<file path="src/hw/rtl/hrhp_pkg.sv">
package hrhp_pkg;

	// parse phase of the request stream
	typedef enum logic [1:0] {
		PH_REQ  = 2'd0,
		PH_HDR  = 2'd1,
		PH_BODY = 2'd2,
		PH_ERR  = 2'd3
	} phase_t;

	// progress of the colon-space separator in a header line
	typedef enum logic [1:0] {
		COL_NONE = 2'd0,
		COL_JUST = 2'd1,
		COL_GOOD = 2'd2,
		COL_BAD  = 2'd3
	} colon_t;

	localparam logic [2:0] CLS_NONE     = 3'd0;
	localparam logic [2:0] CLS_METHOD   = 3'd1;
	localparam logic [2:0] CLS_RESOURCE = 3'd2;
	localparam logic [2:0] CLS_VERSION  = 3'd3;
	localparam logic [2:0] CLS_HNAME    = 3'd4;
	localparam logic [2:0] CLS_HVALUE   = 3'd5;
	localparam logic [2:0] CLS_BODY     = 3'd6;

	localparam logic [1:0] EV_NONE     = 2'd0;
	localparam logic [1:0] EV_REQ_DONE = 2'd1;
	localparam logic [1:0] EV_HDR_DONE = 2'd2;
	localparam logic [1:0] EV_HDRS_END = 2'd3;

	localparam logic [1:0] ERR_NONE    = 2'd0;
	localparam logic [1:0] ERR_BAD_REQ = 2'd1;
	localparam logic [1:0] ERR_TOO_BIG = 2'd2;

	localparam logic [7:0] CH_CR    = 8'h0D;
	localparam logic [7:0] CH_LF    = 8'h0A;
	localparam logic [7:0] CH_SPACE = 8'h20;
	localparam logic [7:0] CH_COLON = 8'h3A;

	localparam int          LEN_W     = 16;
	localparam logic [15:0] LEN_MAX   = 16'hFFFF;
	localparam logic [15:0] LIMIT_RST = 16'd512;

	localparam int APB_AW = 3;
	localparam int APB_DW = 32;

	// register index taken from the word address
	localparam logic REG_REQ_LIMIT = 1'b0;
	localparam logic REG_HDR_LIMIT = 1'b1;

	typedef struct packed {
		logic [LEN_W-1:0] req_limit;
		logic [LEN_W-1:0] hdr_limit;
	} limits_t;

	typedef struct packed {
		logic [7:0] out_byte;
		logic [2:0] byte_class;
		logic [1:0] line_event;
		logic [1:0] error_code;
		phase_t     parse_phase;
	} result_t;

endpackage

</file>
<file path="src/hw/rtl/hrhp_cfg.sv">
module hrhp_cfg (
	input  logic                          clk,
	input  logic                          arst_n,
	input  logic                          psel,
	input  logic                          penable,
	input  logic                          pwrite,
	input  logic [hrhp_pkg::APB_AW-1:0]   paddr,
	input  logic [hrhp_pkg::APB_DW-1:0]   pwdata,
	output logic [hrhp_pkg::APB_DW-1:0]   prdata,
	output logic                          pready,
	output hrhp_pkg::limits_t             limits
);

	logic [hrhp_pkg::LEN_W-1:0] req_limit_q;
	logic [hrhp_pkg::LEN_W-1:0] hdr_limit_q;
	logic                       wr_en;
	logic                       reg_idx;

	assign pready  = 1'b1;
	assign wr_en   = psel && penable && pwrite;
	// byte offset bits ignored, one register per word
	assign reg_idx = paddr[2];

	always_ff @(posedge clk or negedge arst_n) begin
		if (!arst_n) begin
			req_limit_q <= hrhp_pkg::LIMIT_RST;
			hdr_limit_q <= hrhp_pkg::LIMIT_RST;
		end else if (wr_en) begin
			if (reg_idx == hrhp_pkg::REG_REQ_LIMIT) begin
				req_limit_q <= pwdata[hrhp_pkg::LEN_W-1:0];
			end else begin
				hdr_limit_q <= pwdata[hrhp_pkg::LEN_W-1:0];
			end
		end
	end

	always_comb begin
		prdata = '0;
		if (reg_idx == hrhp_pkg::REG_REQ_LIMIT) begin
			prdata[hrhp_pkg::LEN_W-1:0] = req_limit_q;
		end else begin
			prdata[hrhp_pkg::LEN_W-1:0] = hdr_limit_q;
		end
	end

	assign limits.req_limit = req_limit_q;
	assign limits.hdr_limit = hdr_limit_q;

endmodule

</file>
<file path="src/hw/rtl/hrhp_core.sv">
module hrhp_core (
	input  logic              clk,
	input  logic              arst_n,
	input  logic              adv,
	input  logic [7:0]        byte_s1,
	input  logic              restart_s1,
	input  hrhp_pkg::limits_t limits,
	output hrhp_pkg::result_t result
);

	hrhp_pkg::phase_t           phase_q, ph_cur, ph_nxt;
	hrhp_pkg::colon_t           colon_q, col_cur, col_nxt;
	logic                       cr_q, cr_cur, cr_nxt;
	logic [hrhp_pkg::LEN_W-1:0] len_q, len_cur, len_nxt, len_inc, limit;
	logic [1:0]                 space_q, sp_cur, sp_nxt;
	logic [1:0]                 err_q, err_cur, err_nxt;
	logic [2:0]                 cls;
	logic [1:0]                 ev;

	always_comb begin
		// restart clears parser state ahead of the word
		ph_cur  = restart_s1 ? hrhp_pkg::PH_REQ   : phase_q;
		col_cur = restart_s1 ? hrhp_pkg::COL_NONE : colon_q;
		cr_cur  = restart_s1 ? 1'b0               : cr_q;
		len_cur = restart_s1 ? '0                 : len_q;
		sp_cur  = restart_s1 ? 2'd0               : space_q;
		err_cur = restart_s1 ? hrhp_pkg::ERR_NONE : err_q;

		len_inc = (len_cur != hrhp_pkg::LEN_MAX) ? len_cur + 1'b1 : len_cur;
		limit   = (ph_cur == hrhp_pkg::PH_REQ) ? limits.req_limit : limits.hdr_limit;

		ph_nxt  = ph_cur;
		col_nxt = col_cur;
		cr_nxt  = cr_cur;
		len_nxt = len_cur;
		sp_nxt  = sp_cur;
		err_nxt = err_cur;
		cls     = hrhp_pkg::CLS_NONE;
		ev      = hrhp_pkg::EV_NONE;

		case (ph_cur)
			hrhp_pkg::PH_BODY: begin
				cls = hrhp_pkg::CLS_BODY;
			end
			hrhp_pkg::PH_REQ, hrhp_pkg::PH_HDR: begin
				if (cr_cur) begin
					// line ends on cr lf, clear line state in every outcome
					cr_nxt  = 1'b0;
					len_nxt = '0;
					sp_nxt  = 2'd0;
					col_nxt = hrhp_pkg::COL_NONE;
					if (byte_s1 != hrhp_pkg::CH_LF) begin
						ph_nxt  = hrhp_pkg::PH_ERR;
						err_nxt = hrhp_pkg::ERR_BAD_REQ;
					end else if (ph_cur == hrhp_pkg::PH_REQ) begin
						if (sp_cur < 2'd2) begin
							ph_nxt  = hrhp_pkg::PH_ERR;
							err_nxt = hrhp_pkg::ERR_BAD_REQ;
						end else begin
							ev     = hrhp_pkg::EV_REQ_DONE;
							ph_nxt = hrhp_pkg::PH_HDR;
						end
					end else if (len_cur == '0) begin
						ev     = hrhp_pkg::EV_HDRS_END;
						ph_nxt = hrhp_pkg::PH_BODY;
					end else if (col_cur == hrhp_pkg::COL_GOOD) begin
						ev = hrhp_pkg::EV_HDR_DONE;
					end else begin
						ph_nxt  = hrhp_pkg::PH_ERR;
						err_nxt = hrhp_pkg::ERR_BAD_REQ;
					end
				end else if (byte_s1 == hrhp_pkg::CH_CR) begin
					cr_nxt = 1'b1;
				end else begin
					len_nxt = len_inc;
					if (len_inc > limit) begin
						ph_nxt  = hrhp_pkg::PH_ERR;
						err_nxt = hrhp_pkg::ERR_TOO_BIG;
						len_nxt = '0;
						sp_nxt  = 2'd0;
						col_nxt = hrhp_pkg::COL_NONE;
					end else if (ph_cur == hrhp_pkg::PH_REQ) begin
						if (byte_s1 == hrhp_pkg::CH_SPACE && sp_cur < 2'd2) begin
							sp_nxt = sp_cur + 2'd1;
						end else begin
							cls = hrhp_pkg::CLS_METHOD + {1'b0, sp_cur};
						end
					end else begin
						case (col_cur)
							hrhp_pkg::COL_NONE: begin
								if (byte_s1 == hrhp_pkg::CH_COLON) begin
									col_nxt = hrhp_pkg::COL_JUST;
								end else begin
									cls = hrhp_pkg::CLS_HNAME;
								end
							end
							hrhp_pkg::COL_JUST: begin
								if (byte_s1 == hrhp_pkg::CH_SPACE) begin
									col_nxt = hrhp_pkg::COL_GOOD;
								end else begin
									col_nxt = hrhp_pkg::COL_BAD;
									cls     = hrhp_pkg::CLS_HVALUE;
								end
							end
							default: begin
								cls = hrhp_pkg::CLS_HVALUE;
							end
						endcase
					end
				end
			end
			default: begin
				cls = hrhp_pkg::CLS_NONE;
			end
		endcase
	end

	always_ff @(posedge clk or negedge arst_n) begin
		if (!arst_n) begin
			phase_q <= hrhp_pkg::PH_REQ;
			colon_q <= hrhp_pkg::COL_NONE;
			cr_q    <= 1'b0;
			len_q   <= '0;
			space_q <= 2'd0;
			err_q   <= hrhp_pkg::ERR_NONE;
		end else if (adv) begin
			phase_q <= ph_nxt;
			colon_q <= col_nxt;
			cr_q    <= cr_nxt;
			len_q   <= len_nxt;
			space_q <= sp_nxt;
			err_q   <= err_nxt;
		end
	end

	assign result.out_byte    = byte_s1;
	assign result.byte_class  = cls;
	assign result.line_event  = ev;
	assign result.error_code  = err_nxt;
	assign result.parse_phase = ph_nxt;

	a_err_phase : assert property (@(posedge clk) disable iff (!arst_n)
		(phase_q == hrhp_pkg::PH_ERR) == (err_q != hrhp_pkg::ERR_NONE))
		else $error("error code and error phase disagree");

	a_space_cnt : assert property (@(posedge clk) disable iff (!arst_n)
		space_q != 2'd3)
		else $error("space count past two");

	a_colon_hdr : assert property (@(posedge clk) disable iff (!arst_n)
		(colon_q != hrhp_pkg::COL_NONE) |-> (phase_q == hrhp_pkg::PH_HDR))
		else $error("colon state outside header phase");

	a_line_idle : assert property (@(posedge clk) disable iff (!arst_n)
		(phase_q == hrhp_pkg::PH_BODY || phase_q == hrhp_pkg::PH_ERR)
		|-> (!cr_q && len_q == '0 && space_q == 2'd0))
		else $error("line state left over after line phases");

endmodule

</file>
<file path="src/hw/rtl/http_request_header_parser_unit.sv">
// http/1.1 request header tagger: every received byte word is passed through and tagged
// as method, resource, version, header name, header value, separator or body, along with
// line events, a sticky error code (bad request or line too long) and the parse
// phase after the byte. the unit takes one byte per clock unless the output stalls:
// a byte is held in the input register, the whole parse step runs as one short
// combinational pass over the parser state, and the tagged word lands in the output
// register. the next byte is taken in the same cycle as long as the output register is
// empty or being drained, so a stalled output holds one finished word and one waiting byte.
// restart on a byte returns the parser to the request-line phase before that byte is
// parsed; line limits live in two apb registers (request line at 0x0, header line at 0x4)
// and should only be written while no byte is in flight.
module http_request_header_parser_unit (
	input  logic                        clk,
	input  logic                        arst_n,
	// apb configuration port
	input  logic                        psel,
	input  logic                        penable,
	input  logic                        pwrite,
	input  logic [hrhp_pkg::APB_AW-1:0] paddr,
	input  logic [hrhp_pkg::APB_DW-1:0] pwdata,
	output logic [hrhp_pkg::APB_DW-1:0] prdata,
	output logic                        pready,
	// input byte channel
	input  logic                        in_valid,
	output logic                        in_stall,
	input  logic [7:0]                  in_byte,
	input  logic                        restart,
	// tagged result channel
	output logic                        out_valid,
	input  logic                        out_stall,
	output logic [7:0]                  out_byte,
	output logic [2:0]                  byte_class,
	output logic [1:0]                  line_event,
	output logic [1:0]                  error_code,
	output logic [1:0]                  parse_phase
);

	hrhp_pkg::limits_t limits;
	hrhp_pkg::result_t res_comb;
	hrhp_pkg::result_t res_s2;

	logic       valid_s1;
	logic [7:0] byte_s1;
	logic       restart_s1;
	logic       out_valid_q;
	logic       out_free;
	logic       adv;
	logic       take_in;

	hrhp_cfg u_cfg (
		.clk     (clk),
		.arst_n  (arst_n),
		.psel    (psel),
		.penable (penable),
		.pwrite  (pwrite),
		.paddr   (paddr),
		.pwdata  (pwdata),
		.prdata  (prdata),
		.pready  (pready),
		.limits  (limits)
	);

	// output register can take a word when empty or being drained this cycle
	assign out_free = !out_valid_q || !out_stall;
	// held byte moves through the parser into the output register
	assign adv      = valid_s1 && out_free;
	// input register frees up whenever its byte moves on
	assign in_stall = valid_s1 && !out_free;
	assign take_in  = in_valid && !in_stall;

	// input register
	always_ff @(posedge clk or negedge arst_n) begin
		if (!arst_n) begin
			valid_s1 <= 1'b0;
		end else if (take_in) begin
			valid_s1 <= 1'b1;
		end else if (adv) begin
			valid_s1 <= 1'b0;
		end
	end

	always_ff @(posedge clk) begin
		if (take_in) begin
			byte_s1    <= in_byte;
			restart_s1 <= restart;
		end
	end

	// parser state and single-pass parse step
	hrhp_core u_core (
		.clk        (clk),
		.arst_n     (arst_n),
		.adv        (adv),
		.byte_s1    (byte_s1),
		.restart_s1 (restart_s1),
		.limits     (limits),
		.result     (res_comb)
	);

	// result register
	always_ff @(posedge clk or negedge arst_n) begin
		if (!arst_n) begin
			out_valid_q <= 1'b0;
		end else if (adv) begin
			out_valid_q <= 1'b1;
		end else if (!out_stall) begin
			out_valid_q <= 1'b0;
		end
	end

	always_ff @(posedge clk) begin
		if (adv) begin
			res_s2 <= res_comb;
		end
	end

	assign out_valid   = out_valid_q;
	assign out_byte    = res_s2.out_byte;
	assign byte_class  = res_s2.byte_class;
	assign line_event  = res_s2.line_event;
	assign error_code  = res_s2.error_code;
	assign parse_phase = res_s2.parse_phase;

endmodule
</file>
<file path="config.mk">
export PLATFORM = sky130hd
export DESIGN_NAME = http_request_header_parser_unit
export DESIGN_NICKNAME = d
export VERILOG_FILES = /design/src/hw/rtl/hrhp_pkg.sv /design/src/hw/rtl/hrhp_cfg.sv /design/src/hw/rtl/hrhp_core.sv /design/src/hw/rtl/http_request_header_parser_unit.sv
export SDC_FILE = /design/constraint.sdc
export NUM_CORES = 1
export LEC_CHECK = 0
export BUFFER_PORTS_ARGS = -buffer_cell sky130_fd_sc_hd__buf_4
export CAP_MARGIN = 5
export CORE_UTILIZATION = 24
export CTS_CLUSTER_SIZE = 25
export DETAILED_ROUTE_END_ITERATION = 16
export PLACE_DENSITY_LB_ADDON = 0.1
export SLEW_MARGIN = 20
export SYNTH_ARGS = -nofsm -noshare
export SYNTH_HDL_FRONTEND = slang
export SYNTH_SLANG_ARGS = --single-unit
</file>
<file path="constraint.sdc">
create_clock -name clk -period 12.7 [get_ports clk]
set_input_delay 2.54 -clock clk [delete_from_list [all_inputs] [get_ports clk]]
set_output_delay 2.54 -clock clk [all_outputs]
set_load 0.05 [all_outputs]
</file>
==> metrics.txt, run 1 <==
syn avg cell area=10.2 um2; die width=151 um; fin crit period=5.90 ns; mux contribution to synthesized area=0.134; antenna violations before repair=0; CTS Hold Bufs=0; Synth Area in Adders=0.0472; DR WL/cell=17.2 um; synthesized area=5310 um2; GRT Total Usage=0.136; area share of the largest cell type after synthesis=0.269; Max H-tree Level=3; fillers=about 2300; number of synthesized flops with an enable pin=26; fraction of registers with async set/reset=0.694; critical path peak fanout=18; Main synth FF type=dfrtp_1; Static Leak=2.63 nW; Hold Path End=out_byte[0]; final setup skew=0.00826 ns; Skew-Pair Late Insertion Delay=0.35 ns; fin. max-slew vios=0; Clock Sinks=85; worst vdd ir=about 0.065 mV; CTS buffer count=9; Ports=around 100; initial core utilization=0.244; commonest non-fill, non-tap cells in the layout=buf_4, dfrtp_1, nand2_1; clk root buf=clkbuf_16; Ys Warns=0; Reg clk slew, reported paths=0.07 ns; R2R Setup Slk=6.96 ns; hold path startpoint=byte_s1[0]; simple-gate share of the synthesized area=0.194; drt via density=slightly below 5; Die H=151 um; final design utilization=0.292; fmax=169 MHz; WP data arrival=3.36 ns; max-cap violations=0; Synth area leaders=dfrtp_1, edfxtp_1, mux2_2; unrepaired setup endpoints after global routing=false; pwr/cell area=156 nW/um2; setup TNS=0 ns; Reg2Reg Depth=16; Layout area overhead=19.7%; Slew @ Worst Pin=between 1 and 1.5 ns; Nets=between 600 and 700; Antenna diodes=0; fraction of the mapped netlist area in compound gates=0.115; total core area=21800 um2; Buffers on Ports=67; Remaining Overflow, GRT=0; layout cell share with drive strength beyond 1=0.272; Post-Route WL=between 10000 and 15000 um; post-detail-place hpwl=10300 um; final number of setup-violating endpoints=0; most common cell after layout, fill and taps aside=buf_4; hold depth=0; Worst Path Required=roughly 10 ns; Yosys top cell by area=dfrtp_1; endpoint class of the critical path=output port; worst hold path type=flip-flop to flip-flop; Yosys reg bits=85; antenna viol nets, final=0; DRT iter0 DRCs=roughly 220; Post-Syn Instances=520; Worst Setup Start Kind=primary input; Hold Fails Final Rpt=0; TritonCTS clock tree=built; status=complete, no violations; drt pass-1 iters=4; vias in the first global route=~4200; normalized max-slew margin=0.308; first-pass GRT wire length=23100 um; vias=4139; r2r endpoint=u_core.len_q[3]; DRC Markers=0; Seq/Total Area, Yosys=0.426; Tcrit/Tclk final=0.465; largest family of logic cells by synthesized area=simple AND/OR/NAND/NOR gates; cts repair resizes=0; Setup Fix Bufs, Post-CTS=0; Synth cell types=77; CTS Buffer Depth=2; CP Class=primary input to output port; reg2reg start=restart_s1; GP Congestion=0.820; Die Area=22700 um2; Post-Synth XOR/XNOR Area=0.0264; pin count of the biggest net entering global routing=60; row cnt=54
## registers in the layout, indices dropped and copies added (netlist names)
| register | count |
|---|---|
| byte_s1 | 8 |
| u_core.phase_q | 2 |
| u_core.len_q | 16 |
| restart_s1 | 1 |
| byte_class | 3 |
| error_code | 2 |
| u_cfg.req_limit_q | 16 |
| u_core.colon_q | 2 |
| line_event | 2 |
| out_byte | 8 |
| valid_s1 | 1 |
| parse_phase | 2 |
| out_valid | 1 |
| u_core.err_q | 2 |
| u_core.cr_q | 1 |
| u_cfg.hdr_limit_q | 16 |
| u_core.space_q | 2 |
## per-stage QoR
| step | area, um2 | cells | setup WS [ns] | hold WS [ns] | total power [mW] |
|---|---|---|---|---|---|
| floorplan | 5360 | 535 | 6.49 | 0.451 | 0.601 |
| CTS | 6340 | 860 | 6.78 | 0.490 | 1.01 |
| global route | 6350 | 861 | 6.45 | 0.506 | 1.05 |
| detailed placement | 6000 | 844 | 6.78 | 0.481 | 0.691 |
| finish | 6350 | 861 | 6.80 | 0.483 | 0.993 |
| global placement | 6000 | 844 | 6.77 | 0.475 | 0.685 |
## cell usage after synthesis (3+ instances only)
cell type / count
a31oi_1: 15
o21ai_1: 8
a41oi_1: 4
nand4b_1: 3
mux2_2: 49
nand3_1: 20
and2_1: 3
and3_1: 3
buf_2: 5
dfrtp_1: 57
edfxtp_1: 26
mux2i_1: 16
o211ai_1: 3
a21oi_1: 22
o22ai_1: 4
nor3_1: 9
nand2b_1: 6
inv_1: 14
nor4_1: 8
xor2_1: 8
nor2b_1: 12
clkbuf_1: 15
nor2_1: 32
or3_1: 4
nand2_1: 52
xnor2_1: 8
ha_1: 20
nand4_1: 9
o21ai_0: 10
buf_4: 18
## layout make-up
type | count | area, um2 | share of cell area
repair buffers | 71 | 537 | 0.0845
flip-flops and latches | 85 | 2260 | 0.356
clock inverters | 6 | 111 | 0.0175
multi-input cells | 395 | 2810 | 0.443
clock buffers | 10 | 229 | 0.0361
inverters | 14 | 52.6 | 0.00827
well taps | 280 | 350 | 0.0552
## critical path, cell delays in order
cell,delay [ns]
buf_4,0.25
mux2_2,0.38
buf_4,0.19
## where the power goes
| group | total (mW) | leakage, nW | internal [mW] | switching [mW] |
|---|---|---|---|---|
| logic | 0.320 | 1.48 | 0.118 | 0.202 |
| clock network | 0.309 | 0.164 | 0.192 | 0.116 |
| registers | 0.364 | 0.990 | 0.330 | 0.0345 |
## how the worst max path moves through the flow
stage / startpoint / to / slack (ns) / cells after the start
final: paddr[2] / prdata[0] / 6.80 / 3
after global placement: paddr[2] / prdata[10] / 6.77 / 3
after CTS: paddr[2] / prdata[5] / 6.78 / 3
after detailed placement: paddr[2] / prdata[5] / 6.78 / 3
after global routing: restart_s1 / u_core.len_q[3] / 6.45 / 16
after floorplan: paddr[2] / prdata[10] / 6.49 / 3
## metal layers
metal  vias up  global-route usage  routed length (um)
met5         -                   0                   0
met4         0              0.0550                 216
met3        13              0.0245                 606
met2        83               0.221                7070
met1      2045               0.179                6870
li1       1998                   -                   -
## cell families after synthesis
family,after synthesis
simple gates,187
compound gates,90
flops,85
mux,65
buf+inv,55
fa+ha+maj,20
xor+xnor,16
other cells,2
No activity file was read; power rests on OpenSTA's default activity.
==> run 2, diff against run 1 <==
==> constraint.sdc (replaced) <==
create_clock -name clk -period 5.4 [get_ports clk]
set_input_delay 1.08 -clock clk [delete_from_list [all_inputs] [get_ports clk]]
set_output_delay 1.08 -clock clk [all_outputs]
set_load 0.05 [all_outputs]
==> run 2 against run 1 <==
- sequential share of layout area fell by 0.11 points
- setup slack got worse by 6.2 ns
- worst hold slack improved by 0.00066 ns
- via count rose by 2.4%
- critical endpoint is now parse_phase[0]
- largest power group unchanged
==> metrics.txt, run 2 (synthesis gave the netlist of run 1 again) <==
Post-Route WL=15000 um; Die H=151 um; vias in the first global route=4237; critical path peak fanout=5; max-cap violations=0; Max H-tree Level=3; Setup Fix Bufs, Post-CTS=0; Antenna diodes=0; Slew @ Worst Pin=1.07 ns; pwr/cell area=353 nW/um2; Reg clk slew, reported paths=roughly 0.060 ns; layout cell share with drive strength beyond 1=0.284; first-pass GRT wire length=~24000 um; Die Area=about 23000 um2; CTS buffer count=9; antenna violations before repair=0; pin count of the biggest net entering global routing=60; Clock Sinks=85; unrepaired setup endpoints after global routing=false; Layout area overhead=20.1%; CP Class=flip-flop to flip-flop; Buffers on Ports=67; status=complete, no violations; Remaining Overflow, GRT=0; Static Leak=2.66 nW; Tcrit/Tclk final=0.881; P_int=1.42 mW; WP data arrival=4.82 ns; clock power share=0.281; fmax=210 MHz; fin crit period=4.76 ns; normalized max-slew margin=0.286; Worst Path Required=5.47 ns; Skew-Pair Late Insertion Delay=between 0.3 and 0.4 ns; drt pass-1 iters=4; CTS Hold Bufs=0; Switching Share=0.369; Worst Setup Start Kind=flip-flop; CTS Buffer Depth=2; DRT iter0 DRCs=313; most common cell after layout, fill and taps aside=buf_4; GP Congestion=0.827; post-detail-place hpwl=10700 um; initial core utilization=0.244; vias=4240; clk root buf=clkbuf_16; cts repair resizes=0; Setup WS pre-CTS=0.554 ns; dpl cells=853; drt via density=4.88; Cell Count, Final, Fillers Out=slightly below 900; row cnt=54; Ports=103; share of total power in combinational logic=0.341; GRT Total Usage=0.138; endpoint class of the critical path=flip-flop; commonest non-fill, non-tap cells in the layout=buf_4, dfrtp_1, nand2_1; die width=151 um; final setup skew=0.00715 ns; fin. max-slew vios=0; Switch Pwr=830 uW; worst hold path type=flip-flop to flip-flop; antenna viol nets, final=0; Largest regs=u_cfg.hdr_limit_q x16, u_cfg.req_limit_q x16, u_core.len_q x16; setup TNS=0 ns; DRC Markers=0; worst vdd ir=0.135 mV; hold_ws=approximately 0.48 ns; Hold Fails Final Rpt=0; Nets=655; slack of the critical path=between 0.6 and 0.7 ns; DR WL/cell=around 17 um; total core area=~22000 um2; part of the power in registers=0.379; final design utilization=0.293; final number of setup-violating endpoints=0; TritonCTS clock tree=built
==> run 2: cell count changes in the layout (fill, tap and decap cells not counted), sizes merged <==
cell | previous run | this run
clkinv | 3 | 6
clkbuf | 10 | 9
bufinv | 3 | 1
buf | 71 | 79
==> run 2: worst paths after layout <==
path                            startpoint                    to  slack (ns)  depth (start not counted)
min in group asynchronous           arst_n  u_cfg.req_limit_q[3]        0.84                          1
worst max-delay path            restart_s1        parse_phase[0]        0.64                         15
worst min-delay path            byte_s1[2]           out_byte[2]        0.48                          0
worst min register to register  byte_s1[2]           out_byte[2]        0.48                          0
max in group asynchronous           arst_n     u_core.colon_q[1]        4.02                          1
worst max register to register  restart_s1        parse_phase[0]        0.64                         15
==> run 2: final cells by class <==
cell class / instances / area [um2]
fill: 2251 / 15400
multi-input combinational: 395 / 2810
tap: 280 / 350
sequential: 85 / 2260
clock inverter: 7 / 66.3
inverter: 14 / 52.6
clock buffer: 9 / 225
timing repair buffer: 79 / 606
==> run 2: power groups by stage <==
stage | logic (mW) | clock network (mW) | registers [mW]
detailed placement | 0.776 | 0 | 0.863
global placement | 0.767 | 0 | 0.859
CTS | 0.778 | 0.652 | 0.850
floorplan | 0.526 | 0 | 0.888
global route | 0.830 | 0.678 | 0.867
finish | 0.766 | 0.631 | 0.852
==> run 2: critical path, stage by stage, from the launching register on <==
cell and delay (ns):
edfxtp_1 0.50, nor2b_1 0.32, ha_1 0.32, nand4_1 0.26
nor4b_4 0.45, nand2_1 0.24, nand4_1 0.17, xor2_1 0.17
nor2_1 0.06, ha_1 0.35, nand4_4 0.14, nor3_1 0.08
a2111oi_2 0.50, a31oi_1 0.31, a311oi_1 0.42, o21ai_0 0.18
==> run 2: per-stage QoR <==
step / cell area [um2] / total power, mW
global placement: 6080 / 1.63
finish: 6370 / 2.25
detailed placement: 6080 / 1.64
CTS: 6370 / 2.28
global route: 6370 / 2.37
floorplan: 5360 / 1.41
==> run 2: per-layer routing <==
layer	global-route usage	part of all wire	up-vias	wire length, um
met5	0	0	-	0
met1	0.185	0.46	2092	6890
met2	0.218	0.48	111	7180
li1	-	-	2019	-
met4	0.0505	0.018	0	276
met3	0.0276	0.041	18	621
